[src/rtl/fhe_pkg.sv]
// ----------------------------------------------------------------------------
// Flame heat effect package
// Shared widths, register indexes, transaction structs and arithmetic helpers.
// ----------------------------------------------------------------------------
package fhe_pkg;

   localparam int NumCells = 7;
   localparam int IdxW     = 3;
   localparam int HeatW    = 8;
   localparam int CoolW    = 5;
   localparam int CsrIdxW  = 1;
   localparam int CsrDataW = 8;

   localparam logic [IdxW-1:0]     LastCell       = IdxW'(NumCells - 1);
   localparam logic [CsrIdxW-1:0]  CsrPalette     = CsrIdxW'(0);
   localparam logic [CsrIdxW-1:0]  CsrThreshold   = CsrIdxW'(1);
   localparam logic [CsrDataW-1:0] ThresholdReset = 8'd160;

   // candle palette
   localparam logic [15:0] CandleScale = 16'd191;
   localparam logic [7:0]  CandleHigh  = 8'h80;
   localparam logic [7:0]  CandleMid   = 8'h40;
   localparam logic [7:0]  CandleMask  = 8'h3F;
   localparam logic [7:0]  CandleHiG   = 8'd50;
   localparam logic [7:0]  CandleMidG  = 8'd40;

   // propane palette
   localparam logic [7:0] PropLow    = 8'd60;
   localparam logic [7:0] PropMid    = 8'd140;
   localparam logic [7:0] PropHigh   = 8'd220;
   localparam logic [7:0] PropMidB   = 8'd150;
   localparam logic [7:0] PropHighG  = 8'd80;
   localparam logic [7:0] PropTopR   = 8'd40;
   localparam logic [7:0] PropTopG   = 8'd180;
   localparam logic [7:0] FullScale  = 8'd255;

   typedef struct packed {
      logic             rd_en;
      logic [IdxW-1:0]  rd_addr;
      logic             wr_en;
      logic [IdxW-1:0]  wr_addr;
      logic [HeatW-1:0] wr_data;
   } fhe_mem_req_type;

   typedef struct packed {
      logic             valid;
      logic [IdxW-1:0]  index;
      logic [HeatW-1:0] heat;
   } fhe_heat_type;

   typedef struct packed {
      logic            valid;
      logic [IdxW-1:0] index;
      logic [7:0]      red;
      logic [7:0]      green;
      logic [7:0]      blue;
   } fhe_pix_type;

   // floor(x / 3) for x below 256
   function automatic logic [7:0] div3_narrow(input logic [7:0] x);
      logic [15:0] prod;
      prod = 16'(x) * 16'd171;
      return 8'(prod >> 9);
   endfunction

   // floor(x / 3) for x below 768
   function automatic logic [7:0] div3_wide(input logic [9:0] x);
      logic [19:0] prod;
      prod = 20'(x) * 20'd683;
      return 8'(prod >> 11);
   endfunction

endpackage

[src/rtl/fhe_heat_mem.sv]
// ----------------------------------------------------------------------------
// Flame heat memory
// Seven-entry heat store, one read and one write port, registered read data.
// Entries not yet written since reset read as zero.
// ----------------------------------------------------------------------------
module fhe_heat_mem (
   input  logic                          clock,
   input  logic                          reset,
   input  fhe_pkg::fhe_mem_req_type      mem_req,
   output logic [fhe_pkg::HeatW-1:0]     rd_data
);
   import fhe_pkg::*;

   logic [HeatW-1:0]    mem_ff [NumCells];
   logic [NumCells-1:0] written_ff;
   logic [HeatW-1:0]    rd_data_ff;

   always_ff @(posedge clock) begin
      if (mem_req.wr_en) begin
         mem_ff[mem_req.wr_addr] <= mem_req.wr_data;
      end
   end

   always_ff @(posedge clock) begin
      if (reset) begin
         written_ff <= '0;
      end else if (mem_req.wr_en) begin
         written_ff[mem_req.wr_addr] <= 1'b1;
      end
   end

   always_ff @(posedge clock) begin
      if (mem_req.rd_en) begin
         rd_data_ff <= written_ff[mem_req.rd_addr] ? mem_ff[mem_req.rd_addr] : '0;
      end
   end

   assign rd_data = rd_data_ff;

endmodule

[src/rtl/fhe_palette.sv]
// ----------------------------------------------------------------------------
// Flame palette
// Two-stage heat to colour mapping: scale, then band selection (propane bands the unscaled heat).
// ----------------------------------------------------------------------------
module fhe_palette (
   input  logic                   clock,
   input  logic                   reset,
   input  logic                   advance,
   input  logic                   palette_select,
   input  fhe_pkg::fhe_heat_type  cell_heat,
   output fhe_pkg::fhe_pix_type   pix
);
   import fhe_pkg::*;

   logic             valid_ff;
   logic [IdxW-1:0]  index_ff;
   logic [HeatW-1:0] heat_ff;
   logic [7:0]       scaled_ff;

   logic [15:0] prod;
   logic [16:0] quot_sum;
   logic [7:0]  scaled_in;

   always_comb begin
      prod      = 16'(cell_heat.heat) * CandleScale;
      quot_sum  = 17'(prod) + 17'(prod >> 8) + 17'd1;
      scaled_in = 8'(quot_sum >> 8);
   end

   always_ff @(posedge clock) begin
      if (reset) begin
         valid_ff <= 1'b0;
      end else if (advance) begin
         valid_ff <= cell_heat.valid;
      end
   end

   always_ff @(posedge clock) begin
      if (advance) begin
         index_ff  <= cell_heat.index;
         heat_ff   <= cell_heat.heat;
         scaled_ff <= scaled_in;
      end
   end

   logic [7:0] ramp;
   logic [7:0] delta;

   always_comb begin
      ramp      = (scaled_ff & CandleMask) << 2;
      delta     = '0;
      pix.valid = valid_ff;
      pix.index = index_ff;
      pix.red   = '0;
      pix.green = '0;
      pix.blue  = '0;
      if (palette_select) begin
         if (heat_ff < PropLow) begin
            pix.blue = heat_ff << 1;
         end else if (heat_ff < PropMid) begin
            delta     = heat_ff - PropLow;
            pix.green = div3_narrow(delta);
            pix.blue  = PropMidB + delta;
         end else if (heat_ff < PropHigh) begin
            delta     = heat_ff - PropMid;
            pix.red   = delta >> 3;
            pix.green = PropHighG + delta;
            pix.blue  = FullScale;
         end else begin
            delta     = heat_ff - PropHigh;
            pix.red   = PropTopR + delta;
            pix.green = PropTopG + delta;
            pix.blue  = FullScale;
         end
      end else begin
         if (scaled_ff > CandleHigh) begin
            pix.red   = FullScale;
            pix.green = CandleHiG + div3_narrow(ramp);
         end else if (scaled_ff > CandleMid) begin
            pix.red   = FullScale;
            pix.green = ramp + CandleMidG;
         end else begin
            pix.red = ramp;
         end
      end
   end

endmodule

[src/rtl/flame_heat_effect.sv]
// ----------------------------------------------------------------------------
// Flame heat effect
// Seven-cell flame heat model: cool, drift, spark, then palette per pixel.
// ----------------------------------------------------------------------------
// Each accepted frame transaction yields seven pixel transactions, pixel 0
// first, frame_end set on pixel 6. The heat cells live in a seven-entry
// memory with one read port: one cell is read per cycle while the output is
// not stalled, and the next frame is taken only once the last cell has
// cleared the cell update stage. Each cell then passes the heat register,
// the palette scale register and the output register in that order.
// Heat memory entries read as zero after reset until written; no clearing
// pass is needed. Write configuration only while the block is idle.
// ----------------------------------------------------------------------------
module flame_heat_effect (
   input  logic                           clock,
   input  logic                           reset,
   input  logic                           csr_write,
   input  logic [fhe_pkg::CsrIdxW-1:0]    csr_index,
   input  logic [fhe_pkg::CsrDataW-1:0]   csr_data,
   input  logic                           req_valid,
   output logic                           req_ready,
   input  logic [fhe_pkg::CoolW-1:0]      req_cool_0,
   input  logic [fhe_pkg::CoolW-1:0]      req_cool_1,
   input  logic [fhe_pkg::CoolW-1:0]      req_cool_2,
   input  logic [fhe_pkg::CoolW-1:0]      req_cool_3,
   input  logic [fhe_pkg::CoolW-1:0]      req_cool_4,
   input  logic [fhe_pkg::CoolW-1:0]      req_cool_5,
   input  logic [fhe_pkg::CoolW-1:0]      req_cool_6,
   input  logic [7:0]                     req_spark_draw,
   input  logic                           req_spark_cell,
   input  logic [7:0]                     req_spark_amount,
   output logic                           rsp_valid,
   input  logic                           rsp_ready,
   output logic [fhe_pkg::IdxW-1:0]       rsp_pixel_index,
   output logic [7:0]                     rsp_red,
   output logic [7:0]                     rsp_green,
   output logic [7:0]                     rsp_blue,
   output logic                           rsp_frame_end
);
   import fhe_pkg::*;

   logic             palette_ff;
   logic [7:0]       threshold_ff;

   always_ff @(posedge clock) begin
      if (reset) begin
         palette_ff   <= 1'b0;
         threshold_ff <= ThresholdReset;
      end else if (csr_write) begin
         case (csr_index)
            CsrPalette:   palette_ff   <= csr_data[0];
            CsrThreshold: threshold_ff <= csr_data;
            default: ;
         endcase
      end
   end

   logic advance;
   logic accept;
   logic busy_ff;
   logic [IdxW-1:0] idx_ff;
   logic cell_valid_ff;
   logic [IdxW-1:0] cell_idx_ff;

   logic [CoolW-1:0] cool_ff [NumCells];
   logic             fire_ff;
   logic             spark_cell_ff;
   logic [7:0]       amount_ff;

   assign advance   = !rsp_valid || rsp_ready;
   assign req_ready = !busy_ff && !cell_valid_ff;
   assign accept    = req_valid && req_ready;

   // latch the frame transaction
   always_ff @(posedge clock) begin
      if (accept) begin
         cool_ff[0]    <= req_cool_0;
         cool_ff[1]    <= req_cool_1;
         cool_ff[2]    <= req_cool_2;
         cool_ff[3]    <= req_cool_3;
         cool_ff[4]    <= req_cool_4;
         cool_ff[5]    <= req_cool_5;
         cool_ff[6]    <= req_cool_6;
         fire_ff       <= req_spark_draw < threshold_ff;
         spark_cell_ff <= req_spark_cell;
         amount_ff     <= req_spark_amount;
      end
   end

   // issue one cell read per cycle while the output is not stalled
   always_ff @(posedge clock) begin
      if (reset) begin
         busy_ff <= 1'b0;
         idx_ff  <= '0;
      end else if (accept) begin
         busy_ff <= 1'b1;
         idx_ff  <= '0;
      end else if (busy_ff && advance) begin
         idx_ff <= idx_ff + 1'b1;
         if (idx_ff == LastCell) begin
            busy_ff <= 1'b0;
         end
      end
   end

   always_ff @(posedge clock) begin
      if (reset) begin
         cell_valid_ff <= 1'b0;
      end else if (advance) begin
         cell_valid_ff <= busy_ff;
      end
   end

   always_ff @(posedge clock) begin
      if (advance) begin
         cell_idx_ff <= idx_ff;
      end
   end

   fhe_mem_req_type  mem_req;
   logic [HeatW-1:0] rd_data;
   logic [HeatW-1:0] cooled;
   logic [HeatW-1:0] heat_in;
   logic [HeatW-1:0] prev1_ff;
   logic [HeatW-1:0] prev2_ff;
   logic [9:0]       drift_sum;
   logic [8:0]       spark_sum;
   logic [CoolW-1:0] cool_sel;

   fhe_heat_mem u_heat_mem (
      .clock   (clock),
      .reset   (reset),
      .mem_req (mem_req),
      .rd_data (rd_data)
   );

   // cool, drift and spark for the cell in flight
   always_comb begin
      cool_sel  = cool_ff[cell_idx_ff];
      cooled    = (rd_data > HeatW'(cool_sel)) ? rd_data - HeatW'(cool_sel) : '0;
      drift_sum = 10'(prev1_ff) + {1'b0, prev2_ff, 1'b0};
      spark_sum = 9'(cooled) + 9'(amount_ff);
      if (cell_idx_ff > IdxW'(1)) begin
         heat_in = div3_wide(drift_sum);
      end else if (fire_ff && (spark_cell_ff == cell_idx_ff[0])) begin
         heat_in = spark_sum[8] ? FullScale : spark_sum[7:0];
      end else begin
         heat_in = cooled;
      end
      mem_req.rd_en   = busy_ff && advance;
      mem_req.rd_addr = idx_ff;
      mem_req.wr_en   = cell_valid_ff && advance;
      mem_req.wr_addr = cell_idx_ff;
      mem_req.wr_data = heat_in;
   end

   // hold the two cooled cells below for the drift
   always_ff @(posedge clock) begin
      if (cell_valid_ff && advance) begin
         prev2_ff <= prev1_ff;
         prev1_ff <= cooled;
      end
   end

   fhe_heat_type heat_ff;

   always_ff @(posedge clock) begin
      if (reset) begin
         heat_ff.valid <= 1'b0;
      end else if (advance) begin
         heat_ff.valid <= cell_valid_ff;
      end
      if (advance) begin
         heat_ff.index <= cell_idx_ff;
         heat_ff.heat  <= heat_in;
      end
   end

   fhe_pix_type pix;

   fhe_palette u_palette (
      .clock          (clock),
      .reset          (reset),
      .advance        (advance),
      .palette_select (palette_ff),
      .cell_heat      (heat_ff),
      .pix            (pix)
   );

   logic rsp_valid_ff;

   always_ff @(posedge clock) begin
      if (reset) begin
         rsp_valid_ff <= 1'b0;
      end else if (advance) begin
         rsp_valid_ff <= pix.valid;
      end
   end

   always_ff @(posedge clock) begin
      if (advance) begin
         rsp_pixel_index <= pix.index;
         rsp_red         <= pix.red;
         rsp_green       <= pix.green;
         rsp_blue        <= pix.blue;
         rsp_frame_end   <= pix.index == LastCell;
      end
   end

   assign rsp_valid = rsp_valid_ff;

endmodule

[config.mk]
export PLATFORM = sky130hd
export DESIGN_NAME = flame_heat_effect
export DESIGN_NICKNAME = d
export VERILOG_FILES = /design/src/rtl/fhe_pkg.sv /design/src/rtl/fhe_heat_mem.sv /design/src/rtl/fhe_palette.sv /design/src/rtl/flame_heat_effect.sv
export SDC_FILE = /design/constraint.sdc
export NUM_CORES = 1
export LEC_CHECK = 0
export BUFFER_PORTS_ARGS = -buffer_cell sky130_fd_sc_hd__buf_2
export CAP_MARGIN = 20
export CELL_PAD_IN_SITES_DETAIL_PLACEMENT = 2
export CELL_PAD_IN_SITES_GLOBAL_PLACEMENT = 2
export CORE_UTILIZATION = 25
export CTS_CLUSTER_SIZE = 30
export DETAILED_ROUTE_END_ITERATION = 6
export GPL_ROUTABILITY_DRIVEN = 0
export HOLD_SLACK_MARGIN = 0.06
export PLACE_DENSITY_LB_ADDON = 0.1
export SLEW_MARGIN = 0
export SYNTH_ARGS = -nofsm -noshare
export SYNTH_HDL_FRONTEND = slang
export SYNTH_SLANG_ARGS = --single-unit
[constraint.sdc]
create_clock -name clock -period 9.06 [get_ports clock]
set_input_delay 0 -clock clock [delete_from_list [all_inputs] [get_ports clock]]
set_output_delay 0 -clock clock [all_outputs]
set_load 0.01 [all_outputs]
Yosys cells after proc, flatten, opt, wreduce, memory -nomap -nowiden:

Memory sizes are Yosys's and may differ from the RTL's. A register that Yosys moved wholly into a read port is not among the register bits.
Index checks and enable logic that the tools add are counted.

* add/sub/neg operators: 15
* reductions and logical operators: 18
* bitwise logic cells: 3
* order comparisons: 11
* mux-type cells: 25
* equality and inequality tests: 3
* multiply operators: 4

Operator list (number)
* $mux 16: 4
* $mux 8: 8
* $mul 8x8->16 const B: 2
* $mux 24: 1
* $mul 10x10->19 const B: 1
* $add 16x1->16 const B: 1
* $add 16x8->16: 1
* $add 8x8->8 const A: 2
* $lt 8x8->1 const B: 2
* $sub 8x8->8 const B: 2
* $mul 6x8->14 const B: 1
* $add 8x9->10: 1
* $add 8x8->9: 1
* $mux 1: 9
* $add 6x7->8 const A: 1
* $add 6x8->8 const A: 1
* $add 7x8->8 const A: 1
* $add 8x6->8 const B: 1
* $gt 8x5->1: 1
* $gt 8x7->1 const B: 1
* $gt 8x8->1 const B: 1
* $lt 3x4->1 const B: 2
* $lt 8x6->1 const B: 1
* $lt 8x8->1: 1
* other kinds (18): 32

* output and inout bits: 30
* bits in writable memories: 91
* memories: 2
* bits in registers: 111
* bits of input ports: 66
* logic and storage cells: 107

Memories
* u_heat_mem.mem_ff: depth 7, width 8, read ports 1, clocked after memory_dff 1, wr ports 1, RTL line fhe_heat_mem.sv:14 `logic [HeatW-1:0] mem_ff [NumCells];`
* cool_ff: depth 7, width 5, read ports 1, clocked after memory_dff 1, wr ports 7, RTL line flame_heat_effect.sv:65 `logic [CoolW-1:0] cool_ff [NumCells];`

Longest topological paths before layout:

* depth in word-level cells: 6
* mapped depth: 26

Hierarchy:

A second synthesis with hierarchy kept.

* cells, all modules: 1402
* area, all modules: 15732.6 µm²

By module, submodules not included
* flame_heat_effect: instances 1, sequential area each 3473.3 µm², cells each 587, area each 7146.9 µm²
* fhe_palette: instances 1, sequential area each 590.6 µm², cells each 648, area each 5761.8 µm²
* fhe_heat_mem: instances 1, sequential area each 2062.0 µm², cells each 167, area each 2824.0 µm²

Least setup slack after synthesis:

No wires, ideal clock.

* path type: register to register
* from: register prev1_ff[1]
* to: register heat_ff[7] in the netlist's numbering, data pin
* setup slack: 2.692 ns
* period minus slack after synthesis: 6.368 ns
* setup time: 0.230 ns
* buffers on the path: 0
* stages on the path, launching flop included: 27
* arrival time: 6.138 ns
* cells stage by stage: edfxtp_1 ha_1 fa_1 a21o_1 a21oi_1 o21bai_1 a21oi_1 xor2_1 inv_1 ha_1 ha_1 inv_1 fa_1 inv_1 fa_1 inv_1 fa_1 inv_1 ha_1 and4_1 a21oi_1 o21ai_0 o21ai_1 a21oi_1 a2111oi_2 xnor2_1 mux2i_1

* cells in the longest elaborated chain, start to end: 3

Ends and longest elaborated chain
* start: declaration: RTL line flame_heat_effect.sv:124 `logic [HeatW-1:0] prev1_ff;`
* start signal: assignment: RTL line flame_heat_effect.sv:161 `prev1_ff <= cooled;`
* $add 8x9->10: RTL line flame_heat_effect.sv:141 `drift_sum = 10'(prev1_ff) + {1'b0, prev2_ff, 1'b0};`
* $mul 10x10->19: RTL line fhe_pkg.sv:69 `prod = 20'(x) * 20'd683;`
* $mux 8: RTL line flame_heat_effect.sv:143 `if (cell_idx_ff > IdxW'(1)) begin`
* via heat_in[7]: RTL line flame_heat_effect.sv:123 `logic [HeatW-1:0] heat_in;`
* end: declaration: RTL line flame_heat_effect.sv:165 `fhe_heat_type heat_ff;`

The timed path passes the listed nets, and every way through them passes these cells.
A chain may end at the register's enable or synchronous reset.

Final worst setup path:

* from: register prev1_ff[1]
* to: register heat_ff[2] in the netlist's numbering, data pin

The elaborated chain is that of the path after synthesis.

==> results_dict.tcl <==
set metrics [dict create \
    timing.rr.start "prev1_ff[1]$_DFFE_PP_" \
    antenna_found_initial 1 \
    synth_edf_count 186 \
    hold_path_class "input pin to register" \
    syn-num-nets 1711 \
    hold_start "req_cool_4[4]" \
    status "finished, final reports clean" \
    hold_violations 0 \
    path_class "register to register" \
    grt_max_degree 66 \
    avgSynthCellArea_um2 11.2 \
    rsz0062_at_grt "false" \
    fin_crit_sh_pct 80.6 \
    vias 10700 \
    layout_common_cells "207 x ha_1, 194 x inv_1, 186 x edfxtp_1" \
    syn_to_final_growth_pct 20.3 \
    finClkSkew_ns 0.0133 \
    layout-drive-gt1-share_pct 13.0 \
    route.detailed.drc 0 \
    detail-route-antenna-nets 0 \
    tightest_slew_ns 0.986 \
    slowest_delay_ns 0.72 \
    overflow 0 \
    critical_path.top_delay_family "adder cells" \
    cts_tree "yes" \
    clock-root-buffer "clkbuf_16" \
    cp.required_ns 9.27 \
    cp.arrival_ns 7.52 \
    die_y_um 250 \
    finalMaxSlewViolations 0 \
    io_pins 96 \
    syn_area_um2 15400 \
    yosysWarningCount 0 \
    synthArstFlopShare_pct 0 \
    ys.flop_type "edfxtp_1" \
    grt_pass1_vias 12200 \
    via_per_inst 4.56 \
    htreeDepth 1 \
    num_antenna_cells 0 \
    crit_slowest_cell "o21ai_0" \
    die_area_um2 62400 \
    synth_seq_area_share_pct 39.9 \
    largestRegisters "u_heat_mem.mem_ff (56), cool_ff (35), heat_ff (12)" \
    cp-start-kind "register" \
    synth_cells 1366 \
    period_needed_ns 7.31 \
    critPathBufInv 5 \
    die-width_um 250 \
    core_um2 60600 \
    first_pass_iters 4 \
    grt_first_pass_wirelength_mm 69.7 \
    drt_iter0_drc 302 \
    fin_nets 1897 \
    nFillCells 6562 \
    clockBufferDepth 3 \
    track_usage_pct 14.3 \
    cts_made_buffers 26 \
    setup_viol 0 \
    largest-register "u_heat_mem.mem_ff" \
    dpl.hpwl_mm 33.8 \
    drv_cap 0 \
    setup_tns_ns 0 \
    crit_path_end_kind "register" \
    ys_types 84 \
    largest_register_ffs 56 \
    path_clk_slew_ns 0.06 \
    max_freq_mhz 137 \
    clock_latency_ns 0.55 \
    synth-seq-cells 213 \
    numPortBuffers 95 \
    routed_wl_mm 43.8 \
    critPathLaunch "prev1_ff[1]$_DFFE_PP_" \
    wire_per_inst_um 18.6 \
    path_max_fanout 8 \
    rows 90 \
    clock-sinks 213 \
    layout_commonest_cell "ha_1" \
    start_util_pct 25.4 \
    crit_top_cell "inv_1" \
    relSlewSlack_pct 34.2 \
]
metal layers:
| metal | track usage, % | routed length [um] |
|---|---|---|
| met1 | 19.5 | 21000 |
| met2 | 24.5 | 21300 |
| met3 | 1.71 | 953 |
| met4 | 2.35 | 578 |
| met5 | 0 | 0 |
kinds of logic (layout without fill, tap and decap cells):
logic type / after synthesis / count (layout) / synth area share [%]
buffers and inverters: 225 / 431 / 5.56
XOR/XNOR: 73 / 73 / 4.40
AO/OA/AOI/OAI: 255 / 255 / 11.2
AND/OR/NAND/NOR: 273 / 273 / 8.45
multiplexers: 48 / 48 / 4.29
flip-flops: 213 / 213 / 39.9
adder cells (fa/ha/maj): 279 / 279 / 26.2
through the flow:
stage	std cells	hold slack [ns]	setup WS [ns]	instance area (um^2)	util, %
2_1_floorplan	1366	0.0989	2.69	15400	-
3_3_place_gp	2226	0.177	1.95	16800	27.7
3_5_place_dp	2227	0.179	1.70	16800	27.8
4_1_cts	2351	0.119	1.64	18400	30.5
5_1_grt	2354	0.133	1.05	18500	30.5
6_report	2354	0.156	1.75	18500	30.5
Yosys cell counts (all sizes together) (16+ instances only):
master,count,area [um^2]
fa,72,1440
inv,196,736
a21o,19,143
a21oi,72,368
nand3,17,85.1
ha,207,2590
xnor2,54,495
edfxtp,186,5590
mux2i,31,310
o21ai,65,333
dfxtp,27,541
nand2,90,340
xor2,18,158
nor2,78,295
clkbuf,21,78.8
nor3,16,80.1
area by class of cell:
| class | count | area (um^2) | area share [%] |
|---|---|---|---|
| clock buffer | 37 | 722 | 3.91 |
| clock inverter | 11 | 146 | 0.792 |
| inverter | 196 | 736 | 3.98 |
| multi-input combinational | 928 | 8400 | 45.5 |
| sequential | 213 | 6130 | 33.1 |
| tap | 782 | 978 | 5.29 |
| timing repair buffer | 187 | 1370 | 7.42 |
what timing repair did:
item	CTS	global route
buffers inserted	0	0
gates resized for setup	0	0
hold buffers	76	0
hold endpoints to repair	72	0
final timing paths:
| path | endpoint | slack, ns | depth (start not counted) |
|---|---|---|---|
| worst max-delay path | heat_ff[2]$_DFFE_PN_ | 1.75 | 26 |
| worst min-delay path | cool_ff[4][4]$_DFFE_PP_ | 0.16 | 2 |
| worst max register to register | heat_ff[2]$_DFFE_PN_ | 1.75 | 26 |
| worst min register to register | u_palette.index_ff[0]$_DFFE_PN_ | 0.42 | 0 |
Power is left out: the tool's default activity adds up to more than one toggle a clock period on the data nets, which glitch-free logic cannot reach.
